===== config.mk =====
export PLATFORM = sky130hd
export DESIGN_NAME = fxa_queue
export DESIGN_NICKNAME = d
export VERILOG_FILES = /design/src/rtl/core/fxa_pkg.sv /design/src/rtl/core/fxa_queue.sv
export SDC_FILE = /design/constraint.sdc
export NUM_CORES = 1
export LEC_CHECK = 0
export BUFFER_PORTS_ARGS = -buffer_cell sky130_fd_sc_hd__buf_2
export CAP_MARGIN = 20
export CORE_UTILIZATION = 45
export CTS_CLUSTER_SIZE = 10
export DETAILED_ROUTE_END_ITERATION = 6
export PLACE_DENSITY = 0.7
export RECOVER_POWER = 25
export SLEW_MARGIN = 10
export SYNTH_ARGS = -nofsm -noshare
export SYNTH_HDL_FRONTEND = slang
export SYNTH_SLANG_ARGS = --single-unit

===== constraint.sdc =====
create_clock -name clk -period 4.8 [get_ports clk]
set_input_delay 0.24 -clock clk [delete_from_list [all_inputs] [get_ports clk]]
set_output_delay 0.24 -clock clk [all_outputs]
set_load 0.02 [all_outputs]

===== src/rtl/core/fxa_pkg.sv =====
// Shared types and constants for the Q24.8 fixed-point arithmetic unit.
// Used by every module of the block; depends on nothing else.
`timescale 1ns / 1ps

package fxa_pkg;

  localparam int WORD_W  = 32;
  localparam int MUL_W   = 2 * WORD_W;
  localparam int Q_DEPTH = 4;
  localparam int Q_AW    = 2;

  localparam logic [WORD_W-1:0] POS_MAX = {1'b0, {(WORD_W-1){1'b1}}};
  localparam logic [WORD_W-1:0] NEG_MIN = {1'b1, {(WORD_W-1){1'b0}}};

  typedef enum logic [3:0] {
    OP_ADD  = 4'd0,
    OP_SUB  = 4'd1,
    OP_MUL  = 4'd2,
    OP_DIV  = 4'd3,
    OP_MIN  = 4'd4,
    OP_MAX  = 4'd5,
    OP_INC  = 4'd6,
    OP_DEC  = 4'd7,
    OP_ITOF = 4'd8,
    OP_FTOI = 4'd9
  } op_t;

  // How the back end treats a word.
  typedef enum logic [1:0] {
    CLS_DIRECT = 2'd0,
    CLS_MUL    = 2'd1,
    CLS_DIV    = 2'd2
  } cls_t;

  typedef struct packed {
    logic [3:0]               operation;
    logic signed [WORD_W-1:0] operand_a;
    logic signed [WORD_W-1:0] operand_b;
  } in_t;

  typedef struct packed {
    logic signed [WORD_W-1:0] result_value;
    logic                     a_less;
    logic                     a_equal;
    logic                     a_greater;
    logic                     overflow;
    logic                     divide_by_zero;
  } out_t;

  // Classified word handed from the front end to the back end.
  typedef struct packed {
    cls_t              cls;
    logic              neg;
    logic [WORD_W-1:0] mag_a;
    logic [WORD_W-1:0] mag_b;
    logic [WORD_W-1:0] direct;
    logic              lt;
    logic              eq;
    logic              gt;
    logic              dz;
  } job_t;

endpackage


===== src/rtl/core/fxa_queue.sv =====
// Short first-in first-out queue of classified words between the front
// and back ends. Depends on fxa_pkg.
`timescale 1ns / 1ps

module fxa_queue import fxa_pkg::*; (
  input  logic clk,
  input  logic rst_n,
  input  logic push,
  input  job_t push_job,
  output logic full,
  input  logic pop,
  output job_t pop_job,
  output logic empty
);

  job_t            q_mem_r [Q_DEPTH];
  logic [Q_AW-1:0] wr_ptr_r, wr_ptr_nxt;
  logic [Q_AW-1:0] rd_ptr_r, rd_ptr_nxt;
  logic [Q_AW:0]   count_r, count_nxt;
  logic            do_push, do_pop;

  assign full    = (count_r == (Q_AW+1)'(Q_DEPTH));
  assign empty   = (count_r == '0);
  assign do_push = push && !full;
  assign do_pop  = pop && !empty;
  assign pop_job = q_mem_r[rd_ptr_r];

  always_comb begin
    wr_ptr_nxt = do_push ? wr_ptr_r + 1'b1 : wr_ptr_r;
    rd_ptr_nxt = do_pop  ? rd_ptr_r + 1'b1 : rd_ptr_r;
    count_nxt  = count_r + (Q_AW+1)'(do_push) - (Q_AW+1)'(do_pop);
  end

  always_ff @(posedge clk) begin
    if (!rst_n) begin
      wr_ptr_r <= '0;
      rd_ptr_r <= '0;
      count_r  <= '0;
    end else begin
      wr_ptr_r <= wr_ptr_nxt;
      rd_ptr_r <= rd_ptr_nxt;
      count_r  <= count_nxt;
    end
  end

  always_ff @(posedge clk) begin
    if (do_push) begin
      q_mem_r[wr_ptr_r] <= push_job;
    end
  end

endmodule


[After elaboration in Yosys (flattened, before gate mapping)]
Memories as Yosys holds them, arrays and structs flattened. A register that Yosys moved wholly into a read port is not among the register bits.
Index checks and enable logic that the tools add are counted.
W data, S select, Z words.
Word-level totals
  register bits: 7
  RAM bits: 412
  input bits: 107
  output and inout port bits: 105
  word-level logic and storage cells: 18
  memories kept: 1
Memories
  q_mem_r: words 4, bits a word 103, read ports 1, clocked after memory_dff 1, wr ports 1, RTL line fxa_queue.sv:16  | job_t q_mem_r [Q_DEPTH];
Operators by class
  add/sub/neg operators: 4
  equal/unequal tests: 1
  mux-type cells: 4
  reductions and logical operators: 5
Operators with widths (count)
  $add A2 B1 Y2 const B: 2
  $mux W2: 2
  $add A3 B1 Y3: 1
  $eq A3 B3 Y1 const B: 1
  $logic_not A3 Y1: 1
  $sub A3 B1 Y3: 1
  $logic_and A1 B1 Y1: 2
  $logic_not A1 Y1: 2
  $mux W1: 2

[Logic depth before layout (Yosys ltp)]
  word-level depth: 5
  gate-level depth with buffers: 11
  gate-level depth less buffers: 10

[Worst setup path before layout]
No wires, ideal clock.
  path type: register to register
  start: reg count_r[2]
  end: mem q_mem_r[0][0] (netlist name) (enable)
  library setup time: 0.474 ns
  arrival time: 3.291 ns
  slack: 1.036 ns
  stages on the path, launching flop included: 5
  path buffers: 1
  cells stage by stage: dfxtp_1 nor3b_1 nor2b_1 clkbuf_1 and2_1
Between the ends
  word-level cells in the longest chain between the ends: 5
RTL lines
  from (decl): RTL line fxa_queue.sv:19  | logic [Q_AW:0] count_r, count_nxt;
  from (signal assigned): RTL line fxa_queue.sv:42  | count_r <= count_nxt;
  $eq A3 B3 Y1: RTL line fxa_queue.sv:22  | assign full = (count_r == (Q_AW+1)'(Q_DEPTH));
  via full: RTL line fxa_queue.sv:10  | output logic full,
  $logic_not A1 Y1: RTL line fxa_queue.sv:24  | assign do_push = push && !full;
  $logic_and A1 B1 Y1: RTL line fxa_queue.sv:24
  $mux W1: RTL line fxa_queue.sv:47  | if (do_push) begin
  $mux W1 (not written as such): RTL line fxa_queue.sv:48  | q_mem_r[wr_ptr_r] <= push_job;
  to (decl): RTL line fxa_queue.sv:16
The timed path passes the listed nets, and every way through them passes these cells.

==> impl_metrics.json <==
{
  "clock_path_buffers": 3,
  "min_path_cells": 3,
  "cts_hold_repair.buffers": 103,
  "largest_net_degree_at_the_start_of_global_routing": 68,
  "final_period_utilization_pct": 60.2,
  "clock-sinks": 421,
  "design.portCount": 212,
  "seqCellArea_um2": 12600,
  "netlist_top_cells_area": "sky130_fd_sc_hd__edfxtp_1 80%, sky130_fd_sc_hd__mux4_2 15%, sky130_fd_sc_hd__dfxtp_1 1.2%",
  "ctsRootBufferMaster": "sky130_fd_sc_hd__clkbuf_16",
  "detail_route.iter0.violations": 483,
  "syn2layout_area_growth_pct": 24.3,
  "timing.critical_path.to_type": "primary output",
  "core.rowCount": 67,
  "worstPathMaxFanout": 46,
  "synth_fp_nets": 703,
  "r2r_slack_ns": 2.25,
  "wire_length_of_the_first_global_routing_pass_um": 44700,
  "placed_cells_incl_taps": 1231,
  "timing_worst_slew_pin_value_ns": 0.825,
  "total_power_mw": 9.89,
  "finish.cell_count_without_fillers": 1399,
  "worst-path-buf-inv": 2,
  "critical_path.cell_chain": "buf_4 -> mux4_2 -> buf_2",
  "finalClockSkew_ns": 0.0127,
  "yosys-top-cells-count": "412 x sky130_fd_sc_hd__edfxtp_1, 103 x sky130_fd_sc_hd__mux4_2, 9 x sky130_fd_sc_hd__buf_2, 9 x sky130_fd_sc_hd__dfxtp_1, 8 x sky130_fd_sc_hd__buf_12",
  "yosys.area.top_type": "sky130_fd_sc_hd__edfxtp_1",
  "critPathMaxStageDelay_ns": 0.82,
  "ys.warnings.count": 0,
  "post_drt_via_cell_ratio": 5.12,
  "dp_slack_ns": 2.23,
  "synth_seq_cells": 421,
  "synth_largest_type_area_fraction_pct": 80.3,
  "finalWeightedCongestion": 0.721,
  "async_flop_share_pct": 0,
  "timing_max_transition_violations_final": 0,
  "max_freq_mhz": 346,
  "relSlewSlack_pct": 45.0,
  "final_layout_size_suffix_gt1_share_pct": 33.3,
  "cts_buffers": 48,
  "wirelength_um": 28800,
  "ys.flop_type": "sky130_fd_sc_hd__edfxtp_1",
  "post_synth_num_cell_types": 23,
  "vdd_drop_max_uv": 385,
  "path_delay_family": "flip-flops",
  "die_area_um2": 35000,
  "post_synth_inst_count": 589,
  "detailed_place_hpwl_um": 16000,
  "die_width_um": 187,
  "vias": 7159,
  "vias_in_the_first_global_route": 7928,
  "unrepaired_setup_endpoints_after_global_routing": "false",
  "post-route-drc-count": 0,
  "grt_antenna_before_repair": 1,
  "timing.reg2reg.worst_path_depth": 4,
  "post_synth_instance_area_um2": 15400,
  "final-hold-violation-count": 0,
  "num-fill-cells": 2506,
  "detailedRoute.firstPassIterationCount": 4,
  "hold_slack_ns": 0.0491,
  "start_util_pct": 45.8,
  "timing.critical_path.arrival_ns": 2.65,
  "setup_violations": 0,
  "overflow": 0,
  "crit-reg2reg-capture": "q_mem_r[2][62]",
  "post-synth-top-count-cell": "sky130_fd_sc_hd__edfxtp_1",
  "min_path_type": "primary input to flip-flop",
  "ant_nets": 0,
  "worst_path_max_delay_cell": "sky130_fd_sc_hd__dfxtp_4",
  "finalSetupTns_ns": 0,
  "yosys.area_share.adder_pct": 0.617,
  "avgSynthCellArea_um2": 26.2,
  "path_class": "flip-flop to primary output",
  "cap_viol_max_count": 0,
  "outcome": "completed",
  "cts_max_level": 2,
  "power_leakage_nw": 6.30,
  "finish.net_count": 1050,
  "cts-resized-gates": 0,
  "synth_enable_flop_cells": 412,
  "clk_pin_slew_ns": 0.05,
  "hold_path_end": "wr_ptr_r[1]",
  "share_of_cell_area_taken_by_muxes_after_synthesis_pct": 15.2,
  "hp-start": "rst_n",
  "synth-seq-area-share_pct": 81.4,
  "r2r_start": "count_r[2]",
  "power_density_nw_per_um2": 516,
  "insertion_delay_ns": 0.52,
  "final.setup.worst_slack_ns": 1.91,
  "tritoncts": "built",
  "start_kind": "flip-flop",
  "synth-compound-area-share_pct": 0.146,
  "groute.usage.overall_pct": 16.7,
  "synth_xor_xnor_area_share_pct": 0.114,
  "layout.cell_area.non_filler_um2": 19200,
  "coreArea_um2": 33600,
  "place.port_buffers": 211,
  "synth-simple-area-share_pct": 0.706,
  "multiInputGateArea_um2": 2590,
  "critPathRequiredTime_ns": 4.56,
  "cts_setup_buffers": 0,
  "combinational_family_with_the_most_area_after_synthesis": "multiplexers",
  "postPlaceCellArea_um2": 16900,
  "routedWlPerCell_um": 20.6,
  "fin_util_pct": 57.0,
  "fp.dieH_um": 187,
  "finalWorstPathRequiredPeriod_ns": 2.89
}
power breakdown:
part	leakage (nW)	switching (mW)	internal [mW]
logic	1.83	1.31	0.947
clock network	0.622	1.24	1.82
registers	3.85	0.110	4.46
total	6.30	2.66	7.23
how the worst max path moves through the flow:
stage,startpoint,endpoint,slack (ns),cells after the start
finish,flip-flop,pop_job[96],1.91,3
global route,flip-flop,pop_job[12],1.78,3
CTS,flip-flop,pop_job[96],1.84,3
detailed placement,count_r[2],q_mem_r[2][39],2.23,4
global placement,count_r[2],q_mem_r[2][58],2.27,4
floorplan,count_r[2],q_mem_r[0][0],1.04,4
final cells by class:
type	count	area share (%)
sequential	421	65.6
multi-input combinational	137	13.5
clock inverter	2	0.0392
timing repair buffer	322	11.1
antenna	1	0.0131
inverter	6	0.118
tap	448	2.93
clock buffer	62	6.66
sequential cells by signal, summed over array words and instances, names as in the netlist, named ones only:
| name | cells |
|---|---|
| rd_ptr_r | 2 |
| q_mem_r | 412 |
| wr_ptr_r | 2 |
| count_r | 3 |
worst reg2reg max path, delay by kind of cell, from the launching register on:
family	cells	cell delay, ns
buf+inv	1	0.40
flops	1	0.32
simple gates	3	1.43
routing by layer:
layer | up-vias | global-route usage [%] | part of all wire, %
li1 | 3197 | - | -
met1 | 3700 | 22.6 | 44
met2 | 221 | 27.9 | 49
met3 | 41 | 3.68 | 5.5
met4 | 0 | 3.85 | 1.5
met5 | - | 0 | 0
cells by family (layout without fill, tap and decap cells):
| group | count (synthesis) | count (layout) |
|---|---|---|
| buffers and inverters | 31 | 392 |
| AND/OR/NAND/NOR | 19 | 19 |
| AO/OA/AOI/OAI | 4 | 4 |
| XOR/XNOR | 2 | 2 |
| other | 0 | 1 |
| multiplexers | 105 | 105 |
| adder cells (fa/ha/maj) | 7 | 7 |
| flip-flops | 421 | 421 |
layout by cell type (no fill, tap or decap), drive strengths merged, types with 2 or more instances in the layout:
cell         count
edfxtp         412
and2             7
clkinv           2
inv              6
clkbuf         123
mux4           103
mux2i            2
nor2b            2
dfxtp            9
ha               6
buf            158
xnor2            2
dlygate4sd3    103
o21ai            3
nand2            6
No activity file was read; power rests on OpenSTA's default activity.
