## src/rtl/core/fxa_pkg.sv

```systemverilog
// Shared types and constants for the Q24.8 fixed-point arithmetic unit.
// Used by every module of the block; depends on nothing else.
`timescale 1ns / 1ps

package fxa_pkg;

  localparam int WORD_W  = 32;
  localparam int MUL_W   = 2 * WORD_W;
  localparam int Q_DEPTH = 4;
  localparam int Q_AW    = 2;

  localparam logic [WORD_W-1:0] POS_MAX = {1'b0, {(WORD_W-1){1'b1}}};
  localparam logic [WORD_W-1:0] NEG_MIN = {1'b1, {(WORD_W-1){1'b0}}};

  typedef enum logic [3:0] {
    OP_ADD  = 4'd0,
    OP_SUB  = 4'd1,
    OP_MUL  = 4'd2,
    OP_DIV  = 4'd3,
    OP_MIN  = 4'd4,
    OP_MAX  = 4'd5,
    OP_INC  = 4'd6,
    OP_DEC  = 4'd7,
    OP_ITOF = 4'd8,
    OP_FTOI = 4'd9
  } op_t;

  // How the back end treats a word.
  typedef enum logic [1:0] {
    CLS_DIRECT = 2'd0,
    CLS_MUL    = 2'd1,
    CLS_DIV    = 2'd2
  } cls_t;

  typedef struct packed {
    logic [3:0]               operation;
    logic signed [WORD_W-1:0] operand_a;
    logic signed [WORD_W-1:0] operand_b;
  } in_t;

  typedef struct packed {
    logic signed [WORD_W-1:0] result_value;
    logic                     a_less;
    logic                     a_equal;
    logic                     a_greater;
    logic                     overflow;
    logic                     divide_by_zero;
  } out_t;

  // Classified word handed from the front end to the back end.
  typedef struct packed {
    cls_t              cls;
    logic              neg;
    logic [WORD_W-1:0] mag_a;
    logic [WORD_W-1:0] mag_b;
    logic [WORD_W-1:0] direct;
    logic              lt;
    logic              eq;
    logic              gt;
    logic              dz;
  } job_t;

endpackage

```

## src/rtl/core/fxa_front.sv

```systemverilog
// Front end: accepts input words, compares operands, works out the simple
// operations and classifies multiply and divide. Depends on fxa_pkg.
`timescale 1ns / 1ps

module fxa_front import fxa_pkg::*; #(
  parameter int FRACTION_BITS = 8
) (
  input  logic clk,
  input  logic rst_n,
  input  logic in_valid,
  output logic in_stall,
  input  in_t  in_data,
  output logic job_valid,
  input  logic job_full,
  output job_t job
);

  logic              f_valid_r, f_valid_nxt;
  job_t              job_r, job_nxt;
  logic [WORD_W-1:0] a_u, b_u;
  logic              lt, gt;
  logic              take;

  assign a_u  = in_data.operand_a;
  assign b_u  = in_data.operand_b;
  assign lt   = in_data.operand_a < in_data.operand_b;
  assign gt   = in_data.operand_a > in_data.operand_b;

  // The holding register is free unless the queue refuses its word.
  assign in_stall    = f_valid_r && job_full;
  assign take        = in_valid && !in_stall;
  assign f_valid_nxt = take || (f_valid_r && job_full);

  always_comb begin
    job_nxt.lt     = lt;
    job_nxt.gt     = gt;
    job_nxt.eq     = (a_u == b_u);
    job_nxt.neg    = a_u[WORD_W-1] ^ b_u[WORD_W-1];
    job_nxt.mag_a  = a_u[WORD_W-1] ? (~a_u + 1'b1) : a_u;
    job_nxt.mag_b  = b_u[WORD_W-1] ? (~b_u + 1'b1) : b_u;
    job_nxt.dz     = 1'b0;
    job_nxt.cls    = CLS_DIRECT;
    job_nxt.direct = '0;
    unique case (op_t'(in_data.operation))
      OP_ADD:  job_nxt.direct = a_u + b_u;
      OP_SUB:  job_nxt.direct = a_u - b_u;
      OP_MUL:  job_nxt.cls = CLS_MUL;
      OP_DIV: begin
        if (b_u == '0) begin
          job_nxt.dz     = 1'b1;
          job_nxt.direct = a_u[WORD_W-1] ? NEG_MIN : POS_MAX;
        end else begin
          job_nxt.cls = CLS_DIV;
        end
      end
      OP_MIN:  job_nxt.direct = lt ? a_u : b_u;
      OP_MAX:  job_nxt.direct = gt ? a_u : b_u;
      OP_INC:  job_nxt.direct = a_u + 1'b1;
      OP_DEC:  job_nxt.direct = a_u - 1'b1;
      OP_ITOF: job_nxt.direct = a_u << FRACTION_BITS;
      OP_FTOI: job_nxt.direct = in_data.operand_a >>> FRACTION_BITS;
      default: job_nxt.direct = '0;
    endcase
  end

  always_ff @(posedge clk) begin
    if (!rst_n) begin
      f_valid_r <= 1'b0;
    end else begin
      f_valid_r <= f_valid_nxt;
    end
  end

  always_ff @(posedge clk) begin
    if (take) begin
      job_r <= job_nxt;
    end
  end

  assign job_valid = f_valid_r;
  assign job       = job_r;

endmodule

```

## config.mk

```make
export PLATFORM = sky130hd
export DESIGN_NAME = fxa_front
export DESIGN_NICKNAME = d
export VERILOG_FILES = /design/src/rtl/core/fxa_pkg.sv /design/src/rtl/core/fxa_front.sv
export SDC_FILE = /design/constraint.sdc
export NUM_CORES = 1
export LEC_CHECK = 0
export ABC_AREA = 0
export BUFFER_PORTS_ARGS = -buffer_cell sky130_fd_sc_hd__buf_2
export CORE_ASPECT_RATIO = 1.1
export CORE_MARGIN = 2
export CORE_UTILIZATION = 42
export DETAILED_ROUTE_END_ITERATION = 8
export HOLD_SLACK_MARGIN = 0.05
export PLACE_DENSITY = 0.65
export SYNTH_ARGS = -nofsm -noshare
export SYNTH_HDL_FRONTEND = slang
export SYNTH_SLANG_ARGS = --single-unit
```

## constraint.sdc

```tcl
create_clock -name clk -period 5.9 [get_ports clk]
set_clock_uncertainty 0.2 [all_clocks]
set_input_delay 0.59 -clock clk [delete_from_list [all_inputs] [get_ports clk]]
set_output_delay 0.59 -clock clk [all_outputs]
set_load 0.005 [all_outputs]
```

# [Word-level counts from Yosys, hierarchy flattened]
# Index checks and enable logic that the tools add are counted.
[op_classes] add_sub_neg=6 magnitude_cmp=2 n_eq_ne=10 n_mux=10 bitwise=3 n_reduce_logical=6
[ops] cell="$pmux 32 s9" count=1
[ops] cell="$mux 32" count=4
[ops] cell="$add 32x1->32 const B" count=3
[ops] cell="$not 32->32" count=2
[ops] cell="$mux 31" count=2
[ops] cell="$add 32x32->32" count=1
[ops] cell="$eq 32x32->1" count=1
[ops] cell="$gt 32x32->1" count=1
[ops] cell="$logic_not 32->1" count=1
[ops] cell="$lt 32x32->1" count=1
[ops] cell="$sub 32x1->32 const B" count=1
[ops] cell="$sub 32x32->32" count=1
[ops] cell="$eq 4x3->1 const B" count=4
[ops] cell="$eq 4x2->1 const B" count=2
[ops] cell="$eq 4x4->1 const B" count=2
[ops] cell="$eq 4x1->1 const B" count=1
[ops] cell="$logic_not 4->1" count=1
[ops] cell="$pmux 2 s2" count=1
[ops] cell="$logic_and 1x1->1" count=2
[ops] cell="$mux 2" count=1
[ops] cell="$logic_not 1->1" count=1
[ops] cell="$logic_or 1x1->1" count=1
[ops] cell="$mux 1" count=1
[ops] cell="$xor 1x1->1" count=1
[word_totals] ff_bits=104 input_bits=72

# [Logic depth before layout (Yosys ltp)]
# Gate-level depths: netlist of run 1.
[depth] depth_word=4 mapped_depth=19

# [Worst setup path after synthesis of run 1]
# Ideal clock, no wire load.
[synth_timing] path_kind="input -> register" start="in job_full" end="reg job_r (netlist bit job[0]) (enable)" setup_time_ns=0.578 arrival_time_ns=5.329 t_required_ns=5.122 setup_slack_ns=-0.207 path_stages=2 path_cell_list="and2_1 nor2b_1"
[synth_between] elab_chain_len=3
[synth_rtl] element="from (decl)" line_no="fxa_front.sv:14" rtl="input logic job_full,"
[synth_rtl] element="$logic_and 1x1->1" line_no="fxa_front.sv:30" rtl="assign in_stall = f_valid_r && job_full;"
[synth_rtl] element="$logic_not 1->1" line_no="fxa_front.sv:31" rtl="assign take = in_valid && !in_stall;"
[synth_rtl] element="$logic_and 1x1->1" line_no="fxa_front.sv:31"
[synth_rtl] element="via take" line_no="fxa_front.sv:22" rtl="logic take;"
[synth_rtl] element="to (signal assigned)" line_no="fxa_front.sv:76" rtl="job_r <= job_nxt;"
[synth_rtl] element="to (decl)" line_no="fxa_front.sv:19" rtl="job_t job_r, job_nxt;"
# The timed path passes the listed nets, and every way through them passes these cells.
# A chain may end at the register's enable or synchronous reset.

==> metrics.cfg, run 1 <==
[layout]
fillers=2372
drive_gt1_share_pct=18.57
syn2layout_area_growth_pct=15.70
regArea_mm2=0.003113
final_cells=1668
nNetsFinal=1492
multi_input_area_mm2=0.006705

[sta]
relSlewSlack_pct=16.76
fmax_mhz=197.5
finalSetupTns_ps=0
min_period_over_period_pct=85.80
slew_viol_final=0
worst_slew_pin_slew_ps=1242
grt_setup_unrepaired=false
setup_viol=0
hold_viol_final=0
period_minus_slack_ps=5062

[grt]
antenna_found_initial=1
grt_max_degree=58
grt_pass1_vias=9813
grt_pass1_wl_mm=60.58
grt_overflow_total=0
track_usage_pct=30.47

[worst_hold_path]
hp-class=input pin to flop
hold-path-cell-count=2

[floorplan]
dieArea_mm2=0.02570
ios=177
core_area_mm2=0.02425
fp.dieW_um=153.0
die_y_um=167.9
rows=60
initial_core_util_pct=42.32

[synth]
yosys.area_share.adder_pct=8.437
synth_top_family_by_area=compound AO/OA/AOI/OAI gates
syn_nets=1335
netlist_area_mm2=0.01026
synth-compound-area-share_pct=25.15
yosys_warnings=0
yosys_register_bits=104
dominantRegCellSynth=edfxtp_1
synthXorXnorAreaFrac_pct=11.35
synthMuxAreaShare_pct=3.328
async_flop_share_pct=0
syn_avg_cell_area_um2=8.588
postSynthCellCount=1195
synth_edf_count=103
synth-simple-area-share_pct=16.65
synth-seq-area-share_pct=30.33
synth_cell_types=76

[clocking]
clockRootBuffer=clkbuf_16
cts_made_buffers=9
cts_buffer_depth=2
post-cts-setup-buffers=0
hold_buffers=0
cts_tree=done
cts_sinks=104
cts_resized=0
clk_latency_ps=360
htreeDepth=3
clkTransAtPathRegs_ps=80

[critical_path]
cpLargestDelayFamily=simple AND/OR/NAND/NOR gates
cp-start-kind=input pin
path_cells=buf_2 -> nor4_1 -> buf_4 -> nand3_1 -> or3_1 -> nor2_1 -> nand3_1 -> or3_1 -> nor4_1 -> xnor2_1 -> a21oi_1 -> ha_1 -> inv_1 -> o21bai_1 -> a21o_1 -> mux2i_1 -> o2111ai_1 -> a221oi_1 -> nand4_1
worst-path-buf-inv=3
crit_path_max_incr_delay_ps=460
critPathKind=input pin to flop
path_depth=19
endpoint_kind=flop
rrSetupSlack_ps=3260
cp_max_fo=7
slowest_stage=or3_1
critPathRequiredTime_ps=5790
rr_worst_depth=3
worstPathArrival_ps=4960

[placement]
place_inst=1651
port_buffers=176
routabilityCongestion=1.006
dp_hpwl_mm=31.16

[drt]
viasPerCell=6.246
wire_per_inst_um=24.11
drtIter0Drc=1325
vias=10418
drtAntennaViolNets=0
routed_wl_mm=40.22
dr.pass1.iters=5
route.detailed.drc=0

[status]
status=complete, no violations

[power_and_ir_drop]
leakagePower_nw=5.050
ir_worst_vdd_v=0.0001357
powerDensity_mw_per_mm2=208.6

[flow_run]
max_cap_violations=0

## state kept, by name (all words and copies together), names as in the netlist
name,cells
job,103
job_valid,1
## final timing paths
path,from,to
worst max-delay path,in_data[5],job[35]$_DFFE_PP_
worst max register to register,job_valid$_SDFF_PN0_,job[62]$_DFFE_PP_
worst min register to register,job_valid$_SDFF_PN0_,job_valid$_SDFF_PN0_
worst min-delay path,rst_n,job_valid$_SDFF_PN0_
## logic make-up after synthesis
group           after synthesis
compound gates              385
xor+xnor                    133
fa+ha+maj                    68
buf+inv                     123
flops                       104
mux                          34
simple gates                348
## placed cells by master, fill, tap and decap left out, types with 10 or more instances in the layout
cell type | Yosys | final
buf_2 | 2 | 176
a221oi_1 | 17 | 17
nand2_1 | 107 | 107
xnor2_1 | 108 | 108
o21a_1 | 12 | 12
or3_1 | 21 | 21
edfxtp_1 | 103 | 103
a21o_1 | 39 | 39
nand3_1 | 31 | 31
o211ai_1 | 17 | 17
ha_1 | 66 | 66
nand2b_1 | 16 | 16
o21ai_0 | 57 | 57
xor2_1 | 25 | 25
nor3_1 | 22 | 19
nand4_1 | 17 | 17
a21oi_1 | 111 | 111
nor2_1 | 77 | 76
a31oi_1 | 13 | 13
mux2i_1 | 33 | 33
buf_4 | 2 | 43
o221ai_1 | 15 | 15
and3_1 | 10 | 10
a22oi_1 | 13 | 13
a211oi_1 | 14 | 14
inv_1 | 49 | 49
## metrics by stage
step	util (%)	total power [mW]	instance area, um^2	hold slack (ps)	setup WS [ps]
2_1_floorplan	-	1.545	10260	443.4	1026
3_3_place_gp	47.83	1.879	11600	457.7	582.8
3_5_place_dp	47.83	1.880	11600	488.9	509.8
4_1_cts	48.96	2.458	11870	244.1	883.2
5_1_grt	48.97	2.588	11870	257.4	491.5
6_report	48.97	2.477	11870	244.3	837.8
## final cells by class
cell class	count	area share, %
Multi-Input combinational cell	968	56.47
Tap cell	310	3.267
Clock buffer	10	1.928
Antenna cell	1	0.02107
Clock inverter	6	0.3793
Timing Repair Buffer	219	10.14
Sequential cell	104	26.22
Inverter	50	1.581
## Yosys cell counts (all sizes together) (12+ instances only)
master / count / area share (%)
a21o: 39 / 2.9
nor3: 22 / 1.1
o211ai: 17 / 1.2
edfxtp: 103 / 30
mux2i: 33 / 3.2
nand4: 17 / 1.0
o21ai: 59 / 2.9
ha: 66 / 8.0
or3: 23 / 1.5
inv: 50 / 1.8
o21a: 12 / 0.88
nand2b: 16 / 0.98
xnor2: 108 / 9.2
a211oi: 14 / 1.0
a31oi: 13 / 0.79
nor2: 77 / 2.8
a221oi: 17 / 1.5
nand3: 31 / 1.5
xor2: 25 / 2.1
nand2: 107 / 3.9
a21oi: 111 / 5.4
a22oi: 13 / 0.95
clkbuf: 63 / 2.3
o221ai: 15 / 1.3
## report_power, final
| part | leakage [nW] | total, mW | internal, mW | switching (mW) |
|---|---|---|---|---|
| Sequential | 1.02 | 0.915 | 0.898 | 0.0171 |
| Clock | 0.132 | 0.588 | 0.290 | 0.298 |
| Combinational | 3.90 | 0.974 | 0.379 | 0.595 |
| Total | 5.05 | 2.48 | 1.57 | 0.911 |
## layer usage
layer  share of wire (%)  global-route usage [%]  vias up
met4                 3.4                   10.35        0
met5                   0                       0        -
met3                  11                   5.277       87
li1                    -                       -     4814
met2                  42                   45.42      610
met1                  43                   44.57     4907
No activity file was read; power rests on OpenSTA's default activity.
==> run 2, diff against run 1 <==
Settings changed: ABC_AREA 0 to 1, PLACE_DENSITY 0.65 to default.
==> metrics.cfg, run 2 <==
[grt]
grt_overflow_total=0  ; unchanged
grt_pass1_vias=11612  ; +18%
grt_max_degree=63  ; +8.6%
track_usage_pct=34.27  ; +3.8 points
antenna_found_initial=0  ; -1
grt_pass1_wl_mm=71.81  ; +19%

[critical_path]
slowest_stage=ha_1
critPathKind=input pin to flop
cpLargestDelayFamily=simple AND/OR/NAND/NOR gates
crit_path_max_incr_delay_ps=440  ; -20 ps
r2r_start=job_valid$_SDFF_PN0_
critPathRequiredTime_ps=5810  ; +20 ps
cp_common_cell=nor2_1
path_cells=buf_2 -> inv_1 -> ha_1 -> inv_1 -> nor2_1 -> nand3_2 -> nor2_1 -> nand4_2 -> nor2_4 -> nand2_1 -> xor2_1 -> o21ai_0 -> ha_1 -> nand2_1 -> nor2_1 -> nand2_1 -> nor2_1 -> nand2_1 -> a21oi_1 -> nor2_1 -> nor2_1 -> nand2_1 -> inv_1 -> nand3_1
worstPathArrival_ps=4400  ; -560 ps
reg2reg_to=job[37]$_DFFE_PP_
endpoint_kind=flop
cp-start-kind=input pin
rrSetupSlack_ps=3820  ; +560 ps
rr_worst_depth=4  ; +1
worst-path-buf-inv=4  ; +1
cp_max_fo=6  ; -1

[floorplan]
initial_core_util_pct=42.37  ; +0.053 points
die_y_um=176.2  ; +4.9%
dieArea_mm2=0.02829  ; +10%
core_area_mm2=0.02672  ; +10%
rows=63  ; +5.0%
ios=177  ; unchanged
fp.dieW_um=160.6  ; +4.9%

[worst_hold_path]
hold-path-cell-count=1  ; -1
min_from=in_data[32]
hold_end=job[68]$_DFFE_PP_
hp-class=input pin to flop

[synth]
synth.area.top_cells=edfxtp_1 (27%), nand2_1 (14%), ha_1 (7.3%)
synth-seq-area-share_pct=27.49  ; -2.8 points
netlist_top_cells_count=nand2_1 (436), inv_1 (197), nor2_1 (183)
async_flop_share_pct=0  ; unchanged
postSynthCellCount=1695  ; +42%
yosysMostFrequentCell=nand2_1
syn_nets=1835  ; +37%
dominantRegCellSynth=edfxtp_1
yosys_register_bits=104  ; unchanged
synthDominantCellAreaShare_pct=27.31  ; -2.8 points
syn_avg_cell_area_um2=6.680  ; -22%
yosys_warnings=0  ; unchanged
netlist_area_mm2=0.01132  ; +10%
synth_edf_count=103  ; unchanged
yosys.area.top_type=edfxtp_1
synth_cell_types=54  ; -29%

[layout]
nNetsFinal=1993  ; +34%
multi_input_area_mm2=0.007209  ; +7.5%
antennaDiodeCount=0  ; -1
drive_gt1_share_pct=14.96  ; -3.6 points
largest_register_ffs=103  ; unchanged
fillers=2798  ; +18%
final_cell_mix=nand2_1 (436), inv_1 (197), nor2_1 (181), buf_2 (176), nand3_1 (130)
layout_commonest_cell=nand2_1
regArea_mm2=0.003113  ; unchanged
syn2layout_area_growth_pct=13.20

[placement]
routabilityCongestion=1.042  ; +3.6%
dp_hpwl_mm=39.75  ; +28%
port_buffers=176  ; unchanged
pre_cts_slack_ps=1065  ; +554.8 ps

[sta]
setup_viol=0  ; unchanged
grt_setup_unrepaired=false
finalSetupTns_ps=0  ; unchanged
fmax_mhz=222.8  ; +13%
worst_slew_pin_slew_ps=1031  ; -211.0 ps
hold_viol_final=0  ; unchanged
slew_viol_final=0  ; unchanged
whs_ps=224.3  ; -19.97 ps
relSlewSlack_pct=31.12  ; +14 points
min_period_over_period_pct=76.08  ; -9.7 points
worst_slack_ps=1411  ; +573.3 ps
period_minus_slack_ps=4489  ; -573.3 ps

[drt]
drtAntennaViolNets=0  ; unchanged
wire_per_inst_um=22.14  ; -8.2%
routed_wl_mm=49.05  ; +22%
vias=12640  ; +21%
route.detailed.drc=0  ; unchanged
drtIter0Drc=1495  ; +13%
viasPerCell=5.707  ; -8.6%
dr.pass1.iters=7  ; +2

[clocking]
hold_buffers=0  ; unchanged
clk_latency_ps=370  ; about the same
cts_sinks=104  ; unchanged
clockRootBuffer=clkbuf_16
cts_tree=done
htreeDepth=3  ; unchanged
cts_resized=0  ; unchanged
clkTransAtPathRegs_ps=80  ; about the same
post-cts-setup-buffers=0  ; unchanged
cts_made_buffers=9  ; unchanged
cts_buffer_depth=2  ; unchanged

[power_and_ir_drop]
ir_worst_vdd_v=0.0001434  ; +5.7%
leakagePower_nw=6.028  ; +19%
powerDensity_mw_per_mm2=195.8  ; -6.1%

[flow_run]
max_cap_violations=0  ; unchanged

[status]
status=complete, no violations

## run 2: cell types whose count changed in the layout (fill, tap and decap cells not counted), sizes merged, moves of 30 or more
cell   before  now
a21o       39    4
buf       219  189
inv        51  209
mux2i      33    0
nand2     107  452
nand3      31  134
nor2       77  192
o21ai      59  113
xnor2     108    4
xor2       25   57
## run 2: layout make-up
| class | count | area share (%) |
|---|---|---|
| clock inverter | 5 | 0.3319 |
| tap | 357 | 3.485 |
| inverter | 212 | 6.208 |
| timing repair buffer | 189 | 7.633 |
| multi-input combinational | 1337 | 56.24 |
| sequential | 104 | 24.29 |
| clock buffer | 11 | 1.816 |
## run 2: cell families (layout without fill, tap and decap cells)
logic type | after synthesis | count (layout) | synth area share (%)
XOR/XNOR | 61 | 61 | 4.718
adder cells (fa/ha/maj) | 68 | 68 | 7.646
buffers and inverters | 254 | 417 | 9.016
AND/OR/NAND/NOR | 889 | 889 | 34.72
flip-flops | 104 | 104 | 27.49
AO/OA/AOI/OAI | 319 | 319 | 16.41
## run 2: worst max path at each step
| stage | startpoint | to | cells after the start |
|---|---|---|---|
| floorplan | job_full | job[0]$_SDFFCE_PN0P_ | 3 |
| global placement | in_data[1] | job[31]$_DFFE_PP_ | 24 |
| detailed placement | in_data[1] | job[31]$_DFFE_PP_ | 24 |
| CTS | in_data[1] | job[31]$_DFFE_PP_ | 24 |
| global route | in_data[1] | job[31]$_DFFE_PP_ | 24 |
| finish | in_data[1] | job[31]$_DFFE_PP_ | 24 |
## run 2: stage by stage
stage               utilization, %  power [mW]  cells  cell area (um^2)
floorplan                        -       1.555   1695             11320
global placement             46.94       1.906   2199             12540
detailed placement           46.94       1.907   2199             12540
CTS                          47.97       2.493   2215             12820
global route                 47.97       2.637   2215             12820
finish                       47.97       2.510   2215             12820
## run 2: routing by layer
metal,track usage (%),up-vias,wire (um)
met5,0,-,0
met4,12.12,0,1606
met3,7.658,96,5357
met2,51.36,676,21010
met1,48.48,5838,21080
li1,-,6030,-
## run 2: power breakdown
| part | internal, mW | total [mW] | leakage (nW) | switching (mW) |
|---|---|---|---|---|
| Combinational | 0.305 | 1.01 | 4.88 | 0.703 |
| Sequential | 0.895 | 0.911 | 1.02 | 0.0166 |
| Clock | 0.291 | 0.590 | 0.124 | 0.300 |
| Total | 1.49 | 2.51 | 6.03 | 1.02 |
